--- src/rtl/core/button_box_to_stick_report_unit_defines.svh ---
// Assertion macros for the button box report block.
`ifndef BUTTON_BOX_TO_STICK_REPORT_UNIT_DEFINES_SVH
`define BUTTON_BOX_TO_STICK_REPORT_UNIT_DEFINES_SVH

// same-cycle implication, checked after reset
`define BBSR_ASSERT_NOW(lbl, ante, cons, msg) \
    lbl: assert property (@(posedge clk) disable iff (!rst_n) (ante) |-> (cons)) else $error(msg);

// next-cycle implication, checked after reset
`define BBSR_ASSERT_NEXT(lbl, ante, cons, msg) \
    lbl: assert property (@(posedge clk) disable iff (!rst_n) (ante) |=> (cons)) else $error(msg);

`endif

--- src/rtl/core/bbsr_pkg.sv ---
package bbsr_pkg;

    typedef struct packed {
        logic [3:0] direction_buttons;
        logic [3:0] c_buttons;
        logic [1:0] modifier_buttons;
        logic [3:0] shoulder_buttons;
        logic [5:0] action_buttons;
    } item_t;

    typedef struct packed {
        logic [7:0] stick_x;
        logic [7:0] stick_y;
        logic [7:0] cstick_x;
        logic [7:0] cstick_y;
        logic [7:0] trigger_left;
        logic [7:0] trigger_right;
        logic [3:0] dpad;
        logic [7:0] digital_buttons;
    } report_t;

    // direction tracking state for second-input priority
    typedef struct packed {
        logic [3:0] held;
        logic [3:0] lock;
    } dir_state_t;

    typedef struct packed {
        logic ban_parasol_dash;
        logic ban_slight_side_b;
    } cfg_t;

    typedef enum logic [0:0] {
        REG_BAN_PARASOL_DASH  = 1'b0,
        REG_BAN_SLIGHT_SIDE_B = 1'b1
    } cfg_index_t;

    localparam logic [7:0] CENTRE     = 8'd128;
    localparam logic [7:0] TRIG_FULL  = 8'd140;
    localparam logic [7:0] TRIG_MID   = 8'd94;
    localparam logic [7:0] TRIG_LIGHT = 8'd49;

    // offsets from centre in units of 1/80 full deflection, (x, y) pairs
    // ordered by c down, c left, c up, c right, none
    localparam logic [7:0] TAB_BX [10] = '{8'd73, 8'd36, 8'd68, 8'd42, 8'd59,
                                           8'd43, 8'd51, 8'd43, 8'd73, 8'd31};
    localparam logic [7:0] TAB_BY [10] = '{8'd36, 8'd70, 8'd42, 8'd68, 8'd47,
                                           8'd64, 8'd47, 8'd57, 8'd31, 8'd73};
    localparam logic [7:0] TAB_MX [10] = '{8'd56, 8'd29, 8'd63, 8'd39, 8'd56,
                                           8'd41, 8'd49, 8'd42, 8'd59, 8'd25};
    localparam logic [7:0] TAB_MY [10] = '{8'd29, 8'd56, 8'd39, 8'd63, 8'd41,
                                           8'd56, 8'd51, 8'd61, 8'd25, 8'd59};

endpackage

--- src/rtl/core/bbsr_map.sv ---
module bbsr_map
    import bbsr_pkg::*;
(
    input  item_t      item,
    input  cfg_t       cfg,
    input  dir_state_t st,
    output dir_state_t st_next,
    output report_t    rpt
);

    logic [3:0] raw;
    logic [3:0] lock_set;
    logic [3:0] lock_new;
    logic [3:0] eff;
    logic       bothh;
    logic       bothv;
    logic       l, r, u, d;
    logic       cl, cr, cu, cd;
    logic       mx, my, bl, br, bb;
    logic       vert, horiz, cvert, choriz;
    logic [2:0] k;
    logic [3:0] ix;
    logic [3:0] iy;
    logic [7:0] x, y, cx, cy;

    always_comb
    begin
        raw   = item.direction_buttons;
        bothh = (raw[1:0] == 2'b11);
        bothv = (raw[3:2] == 2'b11);

        lock_set = st.lock;
        if (st.held[0] && bothh && !st.held[1]) lock_set[0] = 1'b1;
        if (st.held[1] && bothh && !st.held[0]) lock_set[1] = 1'b1;
        if (st.held[2] && bothv && !st.held[3]) lock_set[2] = 1'b1;
        if (st.held[3] && bothv && !st.held[2]) lock_set[3] = 1'b1;
        lock_new = lock_set & raw;
        eff      = raw & ~lock_new;

        l  = eff[0];
        r  = eff[1];
        u  = eff[2];
        d  = eff[3];
        cl = item.c_buttons[0];
        cr = item.c_buttons[1];
        cu = item.c_buttons[2];
        cd = item.c_buttons[3];
        mx = item.modifier_buttons[0];
        my = item.modifier_buttons[1];
        bl = item.shoulder_buttons[0];
        br = item.shoulder_buttons[1];
        bb = item.action_buttons[1];

        vert  = u || d;
        horiz = l || r;

        k  = cd ? 3'd0 : cl ? 3'd1 : cu ? 3'd2 : cr ? 3'd3 : 3'd4;
        ix = {k, 1'b0};
        iy = {k, 1'b1};

        x = 8'd0;
        y = 8'd0;
        if (vert && horiz)
        begin
            if (bl || br)
            begin
                if (mx == my)
                begin
                    x = 8'd56;
                    y = u ? 8'd56 : 8'd55;
                end
                else if (mx)
                begin
                    x = 8'd51;
                    y = 8'd30;
                end
                else if (cfg.ban_parasol_dash && u)
                begin
                    x = 8'd70;
                    y = 8'd38;
                end
                else
                begin
                    x = 8'd68;
                    y = 8'd40;
                end
            end
            else if (mx != my)
            begin
                if (bb)
                begin
                    x = mx ? TAB_BX[ix] : TAB_BY[ix];
                    y = mx ? TAB_BX[iy] : TAB_BY[iy];
                end
                else
                begin
                    x = mx ? TAB_MX[ix] : TAB_MY[ix];
                    y = mx ? TAB_MX[iy] : TAB_MY[iy];
                end
            end
            else
            begin
                x = 8'd56;
                y = 8'd56;
            end
        end
        else if (horiz)
        begin
            if (mx == my)
                x = 8'd80;
            else if (mx)
                x = (l && r) ? 8'd80 : 8'd53;
            else
                x = ((cfg.ban_slight_side_b && bb) || (l && r)) ? 8'd80 : 8'd27;
        end
        else if (vert)
        begin
            if (mx == my)
                y = 8'd80;
            else if (mx)
                y = 8'd43;
            else
                y = 8'd59;
        end

        cvert  = cu != cd;
        choriz = cl != cr;
        cx = 8'd0;
        cy = 8'd0;
        if (mx && my)
        begin
            cx = 8'd0;
            cy = 8'd0;
        end
        else if (cvert && choriz)
        begin
            cx = 8'd42;
            cy = 8'd68;
        end
        else if (choriz)
        begin
            if (mx)
            begin
                cx = 8'd67;
                cy = u ? 8'd25 : 8'd231;   // -25
            end
            else
                cx = 8'd80;
        end
        else if (cvert)
            cy = 8'd80;

        rpt.stick_x  = (horiz && !r) ? CENTRE - x : CENTRE + x;
        rpt.stick_y  = (vert && !u) ? CENTRE - y : CENTRE + y;
        rpt.cstick_x = (choriz && cl) ? CENTRE - cx : CENTRE + cx;
        rpt.cstick_y = (cvert && cd) ? CENTRE - cy : CENTRE + cy;

        rpt.trigger_left  = bl ? TRIG_FULL :
                            item.shoulder_buttons[3] ? TRIG_MID :
                            item.shoulder_buttons[2] ? TRIG_LIGHT : 8'd0;
        rpt.trigger_right = br ? TRIG_FULL : 8'd0;
        rpt.dpad          = (mx && my) ? {cr, cu, cl, cd} : 4'd0;
        rpt.digital_buttons = {item.action_buttons[5], br, bl, item.action_buttons[4:0]};

        st_next.held = raw;
        st_next.lock = lock_new;
    end

endmodule

--- src/rtl/core/button_box_to_stick_report_unit.sv ---
// Button box to pad report.
// Input channel: in_valid / in_stall with one button snapshot per item.
// Output channel: out_valid / out_stall with one pad report per item.
// Config port: cfg_we, cfg_index, cfg_data; write only while idle.
//   index 0: ban_parasol_dash, index 1: ban_slight_side_b.
// Each accepted item passes through the input register, then the report
// register; one item per cycle is sustained while the receiver does not stall.
// Opposing-direction lockout state advances as each item moves from the
// input register into the report register.
// When the receiver stalls, the report holds; one more item waits in the
// input register, then in_stall rises until the report is taken.
// Reset clears both valids, the lockout state and the config bits.
`include "button_box_to_stick_report_unit_defines.svh"

module button_box_to_stick_report_unit
    import bbsr_pkg::*;
(
    input  logic       clk,
    input  logic       rst_n,
    input  logic       in_valid,
    output logic       in_stall,
    input  logic [3:0] direction_buttons,
    input  logic [3:0] c_buttons,
    input  logic [1:0] modifier_buttons,
    input  logic [3:0] shoulder_buttons,
    input  logic [5:0] action_buttons,
    output logic       out_valid,
    input  logic       out_stall,
    output logic [7:0] stick_x,
    output logic [7:0] stick_y,
    output logic [7:0] cstick_x,
    output logic [7:0] cstick_y,
    output logic [7:0] trigger_left,
    output logic [7:0] trigger_right,
    output logic [3:0] dpad,
    output logic [7:0] digital_buttons,
    input  logic       cfg_we,
    input  logic [0:0] cfg_index,
    input  logic [0:0] cfg_data
);

    logic       s1_valid_reg;
    item_t      s1_item_reg;
    logic       out_valid_reg;
    report_t    out_rpt_reg;
    dir_state_t st_reg;
    dir_state_t st_next;
    cfg_t       cfg_reg;
    report_t    rpt_next;
    logic       out_free;
    logic       s1_adv;
    logic       in_acc;

    assign out_free = !out_valid_reg || !out_stall;
    assign s1_adv   = s1_valid_reg && out_free;
    assign in_stall = s1_valid_reg && !out_free;
    assign in_acc   = in_valid && !in_stall;

    bbsr_map u_map
    (
        .item    (s1_item_reg),
        .cfg     (cfg_reg),
        .st      (st_reg),
        .st_next (st_next),
        .rpt     (rpt_next)
    );

    always_ff @(posedge clk or negedge rst_n)
    begin
        if (!rst_n)
        begin
            s1_valid_reg  <= 1'b0;
            out_valid_reg <= 1'b0;
            st_reg        <= '0;
            cfg_reg       <= '0;
        end
        else
        begin
            if (in_acc)
                s1_valid_reg <= 1'b1;
            else if (s1_adv)
                s1_valid_reg <= 1'b0;
            if (s1_adv)
                out_valid_reg <= 1'b1;
            else if (!out_stall)
                out_valid_reg <= 1'b0;
            if (s1_adv)
                st_reg <= st_next;
            if (cfg_we)
            begin
                unique case (cfg_index_t'(cfg_index))
                    REG_BAN_PARASOL_DASH:  cfg_reg.ban_parasol_dash  <= cfg_data[0];
                    REG_BAN_SLIGHT_SIDE_B: cfg_reg.ban_slight_side_b <= cfg_data[0];
                    default: ;
                endcase
            end
        end
    end

    always_ff @(posedge clk)
    begin
        if (in_acc)
        begin
            s1_item_reg.direction_buttons <= direction_buttons;
            s1_item_reg.c_buttons         <= c_buttons;
            s1_item_reg.modifier_buttons  <= modifier_buttons;
            s1_item_reg.shoulder_buttons  <= shoulder_buttons;
            s1_item_reg.action_buttons    <= action_buttons;
        end
        if (s1_adv)
            out_rpt_reg <= rpt_next;
    end

    assign out_valid       = out_valid_reg;
    assign stick_x         = out_rpt_reg.stick_x;
    assign stick_y         = out_rpt_reg.stick_y;
    assign cstick_x        = out_rpt_reg.cstick_x;
    assign cstick_y        = out_rpt_reg.cstick_y;
    assign trigger_left    = out_rpt_reg.trigger_left;
    assign trigger_right   = out_rpt_reg.trigger_right;
    assign dpad            = out_rpt_reg.dpad;
    assign digital_buttons = out_rpt_reg.digital_buttons;

    `BBSR_ASSERT_NOW(a_lock_held, 1'b1, (st_reg.lock & ~st_reg.held) == 4'd0,
        "lockout set on a released direction")
    `BBSR_ASSERT_NOW(a_stall_full, in_stall, s1_valid_reg && out_valid_reg,
        "input stalled with a free stage")
    `BBSR_ASSERT_NEXT(a_adv_valid, s1_adv, out_valid_reg,
        "item lost between stages")
    `BBSR_ASSERT_NOW(a_trig_r, out_valid_reg,
        trigger_right == TRIG_FULL || trigger_right == 8'd0,
        "bad right trigger level")

endmodule
--- config.mk ---
export PLATFORM = sky130hd
export DESIGN_NAME = button_box_to_stick_report_unit
export DESIGN_NICKNAME = d
export VERILOG_FILES = /design/src/rtl/core/bbsr_pkg.sv /design/src/rtl/core/bbsr_map.sv /design/src/rtl/core/button_box_to_stick_report_unit.sv
export VERILOG_INCLUDE_DIRS = /design/src /design/src/rtl/core
export SDC_FILE = /design/constraint.sdc
export NUM_CORES = 1
export LEC_CHECK = 0
export ABC_CLOCK_PERIOD_IN_PS = 3100
export BUFFER_PORTS_ARGS = -buffer_cell sky130_fd_sc_hd__buf_2
export CAP_MARGIN = 20
export CORE_MARGIN = 2
export CORE_UTILIZATION = 50
export CTS_BUF_LIST = sky130_fd_sc_hd__clkbuf_16
export CTS_CLUSTER_DIAMETER = 40
export DETAILED_ROUTE_END_ITERATION = 6
export PLACE_DENSITY = 0.8
export SYNTH_ARGS = -nofsm -noshare
export SYNTH_HDL_FRONTEND = slang
export SYNTH_SLANG_ARGS = --single-unit
--- constraint.sdc ---
create_clock -name clk -period 3.1 [get_ports clk]
set_clock_uncertainty 0.05 [all_clocks]
set_input_delay 0.62 -clock clk [delete_from_list [all_inputs] [get_ports clk]]
set_output_delay 0.62 -clock clk [all_outputs]
set_load 0.01 [all_outputs]
==> flow_metrics.env, run 1 <==
export IMPL_layout_setup_ws_ns=0.2607
export IMPL_area_delta_synth_final_pct=19.26
export IMPL_die_h_microns=98.35
export IMPL_hold_viol_final=0
export IMPL_detail_route_antenna_nets=0
export IMPL_cp_max_fo=5
export IMPL_netlist_instances=406
export IMPL_finalInstanceArea_sq_um=5308
export IMPL_fin_cells=603
export IMPL_die_area_sq_um=9672
export IMPL_final_common_cell="buf_2"
export IMPL_cts_buffers=9
export IMPL_final_min_clock_period_ns=2.839
export IMPL_drv_slew=0
export IMPL_io_pins=89
export IMPL_synth_edf_count=68
export IMPL_clockRootBuffer="clkbuf_16"
export IMPL_final_util=0.6116
export IMPL_cp_start_kind="flip-flop"
export IMPL_htreeDepth=3
export IMPL_grt_pass1_wl_mm=16.59
export IMPL_final_layout_size_suffix_gt1_frac=0.2747
export IMPL_start_util=0.5128
export IMPL_port_buffers=83
export IMPL_core_sq_um=8678
export IMPL_async_flop_share=0.1500
export IMPL_cts_tree="done"
export IMPL_sequentialPowerShare=0.414
export IMPL_p_switching_w=0.0009980
export IMPL_mostFrequentLayoutCells="83 x buf_2, 68 x edfxtp_1, 39 x nand2_1"
export IMPL_dp_hpwl_mm=7.164
export IMPL_insertion_delay_ns=0.34
export IMPL_overflow=0
export IMPL_criticalPathCategory="reg -> reg"
export IMPL_switching_share=0.2972
export IMPL_clk_pin_slew_ns=0.06
export IMPL_comb_power_share=0.235
export IMPL_postCtsSetupRepairBufs=0
export IMPL_wirelength_mm=9.925
export IMPL_tightest_slew_ns=0.5789
export IMPL_final_setup_tns_ns=0
export IMPL_clkPwrFrac=0.352
export IMPL_ctsHoldBuffers=0
export IMPL_peakVddDrop_v=0.0003593
export IMPL_crit_path_end_kind="flip-flop"
export IMPL_cts_repair_resized=0
export IMPL_status="finished clean"
export IMPL_intPower_w=0.002360
export IMPL_drc=0
export IMPL_row_count=34
export IMPL_first_global_vias=3398
export IMPL_fin_crit_sh=0.9159
export IMPL_wl_per_cell_microns=16.46
export IMPL_drt_first_pass_iters=5
export IMPL_cts_sinks=80
export IMPL_ys_flop_type="edfxtp_1"
export IMPL_clock_path_buffers=2
export IMPL_die_x_microns=98.35
export IMPL_hold_class="in -> async"
export IMPL_viasPerCell=5.735
export IMPL_setup_viol=0
export IMPL_max_freq_mhz=352.2
export IMPL_worstPathArrival_ns=2.89
export IMPL_crit_required_ns=3.15
export IMPL_pre_cts_slack_ns=0.1431
export IMPL_drt_initial_drc_count=390
export IMPL_slew_headroom=0.6130
export IMPL_maxCapViolCount=0
export IMPL_p_leak_nw=2.177
export IMPL_synthesis_area_sq_um=4451
export IMPL_vias=3458
export IMPL_yosysSeqAreaShare=0.5263
export IMPL_grt_usage=0.2159
export IMPL_ys_seq_elements=80
export IMPL_placed_area_sq_um=4962
export IMPL_syn_mean_instance_area_sq_um=10.96
export IMPL_largest_register_ffs=20
export IMPL_dp_cells=587
export IMPL_grt_max_degree=33
export IMPL_gp_congestion=0.9345
export IMPL_yosys_warnings=0
export IMPL_synth_distinct_cells=72
export IMPL_powerDensity_nw_per_um2=632.7
export IMPL_fin_nets=532
export IMPL_antenna_found_initial=0
export IMPL_antenna_cells=0
-- Yosys cell counts, drive strengths merged (3+ instances only) --
| cell type | count | share of area |
|---|---|---|
| mux2 | 3 | 0.0076 |
| nand2b | 10 | 0.014 |
| a21boi | 5 | 0.0084 |
| nand2 | 39 | 0.033 |
| and2 | 11 | 0.015 |
| nand3 | 6 | 0.0067 |
| or2 | 4 | 0.0056 |
| a31oi | 7 | 0.011 |
| o21ai | 14 | 0.017 |
| o21a | 4 | 0.0067 |
| clkbuf | 6 | 0.0051 |
| buf | 21 | 0.032 |
| o221ai | 3 | 0.011 |
| o31ai | 5 | 0.0084 |
| inv | 21 | 0.018 |
| dfrtp | 12 | 0.067 |
| o21bai | 3 | 0.0051 |
| xor2 | 3 | 0.0059 |
| o311ai | 3 | 0.0059 |
| nand4 | 5 | 0.0070 |
| edfxtp | 68 | 0.46 |
| ha | 15 | 0.042 |
| o211ai | 7 | 0.016 |
| nand4b | 5 | 0.0098 |
| xnor2 | 10 | 0.020 |
| nor2b | 14 | 0.020 |
| and3 | 4 | 0.0056 |
| nor3 | 6 | 0.0079 |
| nor2 | 35 | 0.031 |
| a21oi | 18 | 0.020 |
-- path summary, 6_finish.rpt --
| check | startpoint | to | slack [ns] | depth (start not counted) |
|---|---|---|---|---|
| worst min-delay path | rst_n | st_reg[0] | 0.09 | 1 |
| max in group asynchronous | rst_n | st_reg[2] | 2.69 | 1 |
| worst max-delay path | s1_item_reg[11] | stick_x[6] | 0.26 | 9 |
| worst max register to register | s1_item_reg[11] | stick_x[6] | 0.26 | 9 |
| min in group clk | s1_item_reg[0] | digital_buttons[0] | 0.37 | 0 |
| worst min register to register | s1_item_reg[0] | digital_buttons[0] | 0.37 | 0 |
-- layout make-up --
cell class | instances | area (sq um)
clock buffers | 9 | 225.2
well taps | 108 | 135.1
fillers | 716 | 3371
multi-input cells | 281 | 1889
repair buffers | 96 | 525.5
clock inverters | 7 | 107.6
inverters | 22 | 82.58
flip-flops and latches | 80 | 2342
-- cells by family after synthesis --
family | share of synthesized area
flip-flops | 0.5263
buffers and inverters | 0.05538
adder cells (fa/ha/maj) | 0.04217
XOR/XNOR | 0.02558
AND/OR/NAND/NOR | 0.1704
multiplexers | 0.01209
other | 0.0008426
AO/OA/AOI/OAI | 0.1673
-- worst max-delay path: stages (launching register included) --
cell	delay (ns)
edfxtp_1	0.43
ha_1	0.32
nor3_2	0.38
a32oi_1	0.18
o31ai_1	0.41
inv_1	0.11
ha_1	0.26
o221ai_2	0.10
o21bai_1	0.11
a31o_2	0.25
-- stage by stage --
stage / hold WS [ns] / power, W
6_report: 0.09103 / 0.003358
5_1_grt: 0.1004 / 0.003531
3_5_place_dp: 0.3689 / 0.002189
4_1_cts: 0.09608 / 0.003376
2_1_floorplan: 0.2744 / 0.001958
3_3_place_gp: 0.3511 / 0.002160
-- power groups by stage --
stage | clock (W) | combinational, W | sequential, W
after floorplan | 0 | 0.000513 | 0.00144
after global placement | 0 | 0.000755 | 0.00141
after detailed placement | 0 | 0.000778 | 0.00141
after CTS | 0.00120 | 0.000783 | 0.00139
after global routing | 0.00125 | 0.000874 | 0.00141
final | 0.00118 | 0.000788 | 0.00139
-- per-layer routing --
layer | global-route usage | vias up | wire [microns]
met2 | 0.3386 | 154 | 4726
met3 | 0.03865 | 22 | 641
met5 | 0 | - | 0
met4 | 0.09905 | 0 | 266
li1 | - | 1649 | -
met1 | 0.2937 | 1633 | 4291
No activity file was read; power rests on OpenSTA's default activity.
==> run 2: changes to the inputs <==
- MAX_ROUTING_LAYER: default -> met4
==> run 2 against run 1 <==
Effect of this change:
- register-to-register slack lost 0.11 ns
- clock power shrank 11%
- global-route usage shrank 0.53 points
- non-clock buffer count grew 1
- setup slack lost 0.11 ns
- first-iteration DRC count shrank 38%
- via count is essentially flat
- combinational power grew 0.9%
- largest power group unchanged
- highest routed layer unchanged
==> flow_metrics.env, run 2 (synthesis results as in run 1) <==
export IMPL_status="finished clean"
export IMPL_die_area_sq_um=9672
export IMPL_postCtsSetupRepairBufs=0
export IMPL_path_cells="nor2b_1, o221ai_4, o31ai_1, inv_1, ha_1, o221ai_2, o21bai_1, a31o_2"
export IMPL_fillers=743
export IMPL_die_h_microns=98.35
export IMPL_max_stage_delay_ns=0.53
export IMPL_start_util=0.5128
export IMPL_cp_start_kind="flip-flop"
export IMPL_drt_initial_drc_count=241
export IMPL_cts_sinks=80
export IMPL_vias=3460
export IMPL_rsz0062_at_grt="false"
export IMPL_ff2ff_setup_slack_ns=0.15
export IMPL_switching_share=0.2997
export IMPL_area_delta_synth_final_pct=18.55
export IMPL_path_buf_inv=1
export IMPL_final_setup_tns_ns=0
export IMPL_cts_buffers=9
export IMPL_maxCapViolCount=0
export IMPL_worstPathArrival_ns=2.99
export IMPL_drv_slew=0
export IMPL_antenna_cells=0
export IMPL_grt_usage=0.2106
export IMPL_die_x_microns=98.35
export IMPL_grt_pass1_wl_mm=16.00
export IMPL_antenna_found_initial=0
export IMPL_port_buffers=83
export IMPL_dp_cells=588
export IMPL_wirelength_mm=9.870
export IMPL_crit_required_ns=3.13
export IMPL_final_min_clock_period_ns=2.951
export IMPL_slowest_stage="nor2b_1"
export IMPL_io_pins=89
export IMPL_wl_per_cell_microns=16.34
export IMPL_cts_tree="done"
export IMPL_slew_headroom=0.6093
export IMPL_fin_nets=533
export IMPL_largest_register_ffs=20
export IMPL_detail_route_antenna_nets=0
export IMPL_grt_max_degree=33
export IMPL_clockRootBuffer="clkbuf_16"
export IMPL_hold_viol_final=0
export IMPL_drc=0
export IMPL_final_layout_size_suffix_gt1_frac=0.2722
export IMPL_drt_first_pass_iters=5
export IMPL_intPower_w=0.002266
export IMPL_criticalPathCategory="reg -> reg"
export IMPL_clkPwrFrac=0.325
export IMPL_insertion_delay_ns=0.33
export IMPL_comb_power_share=0.246
export IMPL_crit_path_end_kind="flip-flop"
export IMPL_max_freq_mhz=338.9
export IMPL_row_count=34
export IMPL_gp_congestion=0.9032
export IMPL_clock_path_buffers=2
export IMPL_setup_viol=0
export IMPL_final_common_cell="buf_2"
export IMPL_peakVddDrop_v=0.0003651
export IMPL_clk_pin_slew_ns=0.06
export IMPL_viasPerCell=5.728
export IMPL_cp_max_fo=10
export IMPL_hold_class="in -> async"
export IMPL_tightest_slew_ns=0.5848
export IMPL_fin_cells=604
export IMPL_core_sq_um=8678
export IMPL_mostFrequentLayoutCells="83 x buf_2, 68 x edfxtp_1, 39 x nand2_1"
export IMPL_p_switching_w=0.0009698
export IMPL_fin_crit_sh=0.9519
export IMPL_critPathTopFamily="compound AO/OA/AOI/OAI gates"
export IMPL_overflow=0
export IMPL_sequentialPowerShare=0.429
export IMPL_p_leak_nw=2.169
export IMPL_htreeDepth=3
export IMPL_first_global_vias=3298
export IMPL_dp_hpwl_mm=7.094
export IMPL_powerDensity_nw_per_um2=613.2
run 2: changes by cell type in the layout (fill, tap and decap cells not counted):
cell and change:
inv_1 +1, inv_6 -1, inv_8 -2, clkinv_2 +1, a21oi_1 +1, o311ai_0 +1
a21oi_2 -1, o311ai_1 -1, clkinv_4 +2, buf_4 +1, bufinv_16 -1
run 2: stage by stage:
stage	hold WS (ns)	cell area [sq um]	util	power, W	worst slack (ns)
2_1_floorplan	0.2744	4466	-	0.001958	0.1577
3_3_place_gp	0.3508	4970	0.5727	0.002167	0.2109
3_5_place_dp	0.3563	4970	0.5727	0.002191	0.1698
4_1_cts	0.1084	5268	0.6070	0.003247	0.1600
5_1_grt	0.1173	5276	0.6080	0.003388	0.01949
6_report	0.1061	5276	0.6080	0.003236	0.1490
run 2: final cells by class:
type | instances | area [sq um] | share of cell area
clock buffers | 9 | 225.2 | 0.04268
inverters | 22 | 82.58 | 0.01565
repair buffers | 97 | 533.0 | 0.1010
multi-input cells | 281 | 1886 | 0.3574
flip-flops and latches | 80 | 2342 | 0.4439
well taps | 108 | 135.1 | 0.02561
clock inverters | 7 | 72.57 | 0.01375
run 2: worst paths after layout:
check | from | end | cells past startpoint
setup / recovery | s1_item_reg[18] | stick_x[6] | 8
hold / removal | rst_n | st_reg[1] | 1
setup reg to reg | s1_item_reg[18] | stick_x[6] | 8
hold reg to reg | s1_item_reg[2] | digital_buttons[2] | 0
max in group asynchronous | rst_n | st_reg[2] | 1
min in group clk | s1_item_reg[2] | digital_buttons[2] | 0
run 2: layer usage:
layer | part of all wire | track usage | vias up
met1 | 0.45 | 0.2859 | 1650
met2 | 0.47 | 0.3244 | 151
li1 | - | - | 1648
met5 | 0 | - | -
met3 | 0.063 | 0.04080 | 11
met4 | 0.014 | 0.06217 | 0
run 2: power by group through the flow:
stage	registers [W]	clock network, W	logic, W
2_1_floorplan	0.00144	0	0.000513
3_3_place_gp	0.00140	0	0.000764
3_5_place_dp	0.00141	0	0.000782
4_1_cts	0.00139	0.00107	0.000789
5_1_grt	0.00140	0.00111	0.000877
6_report	0.00139	0.00105	0.000795
run 2: timing repair:
item                                    CTS  global route
endpoints found under the hold margin     0             0
resized for setup                         0             2
endpoints found under the setup margin    0             4
hold buffers                              0             0
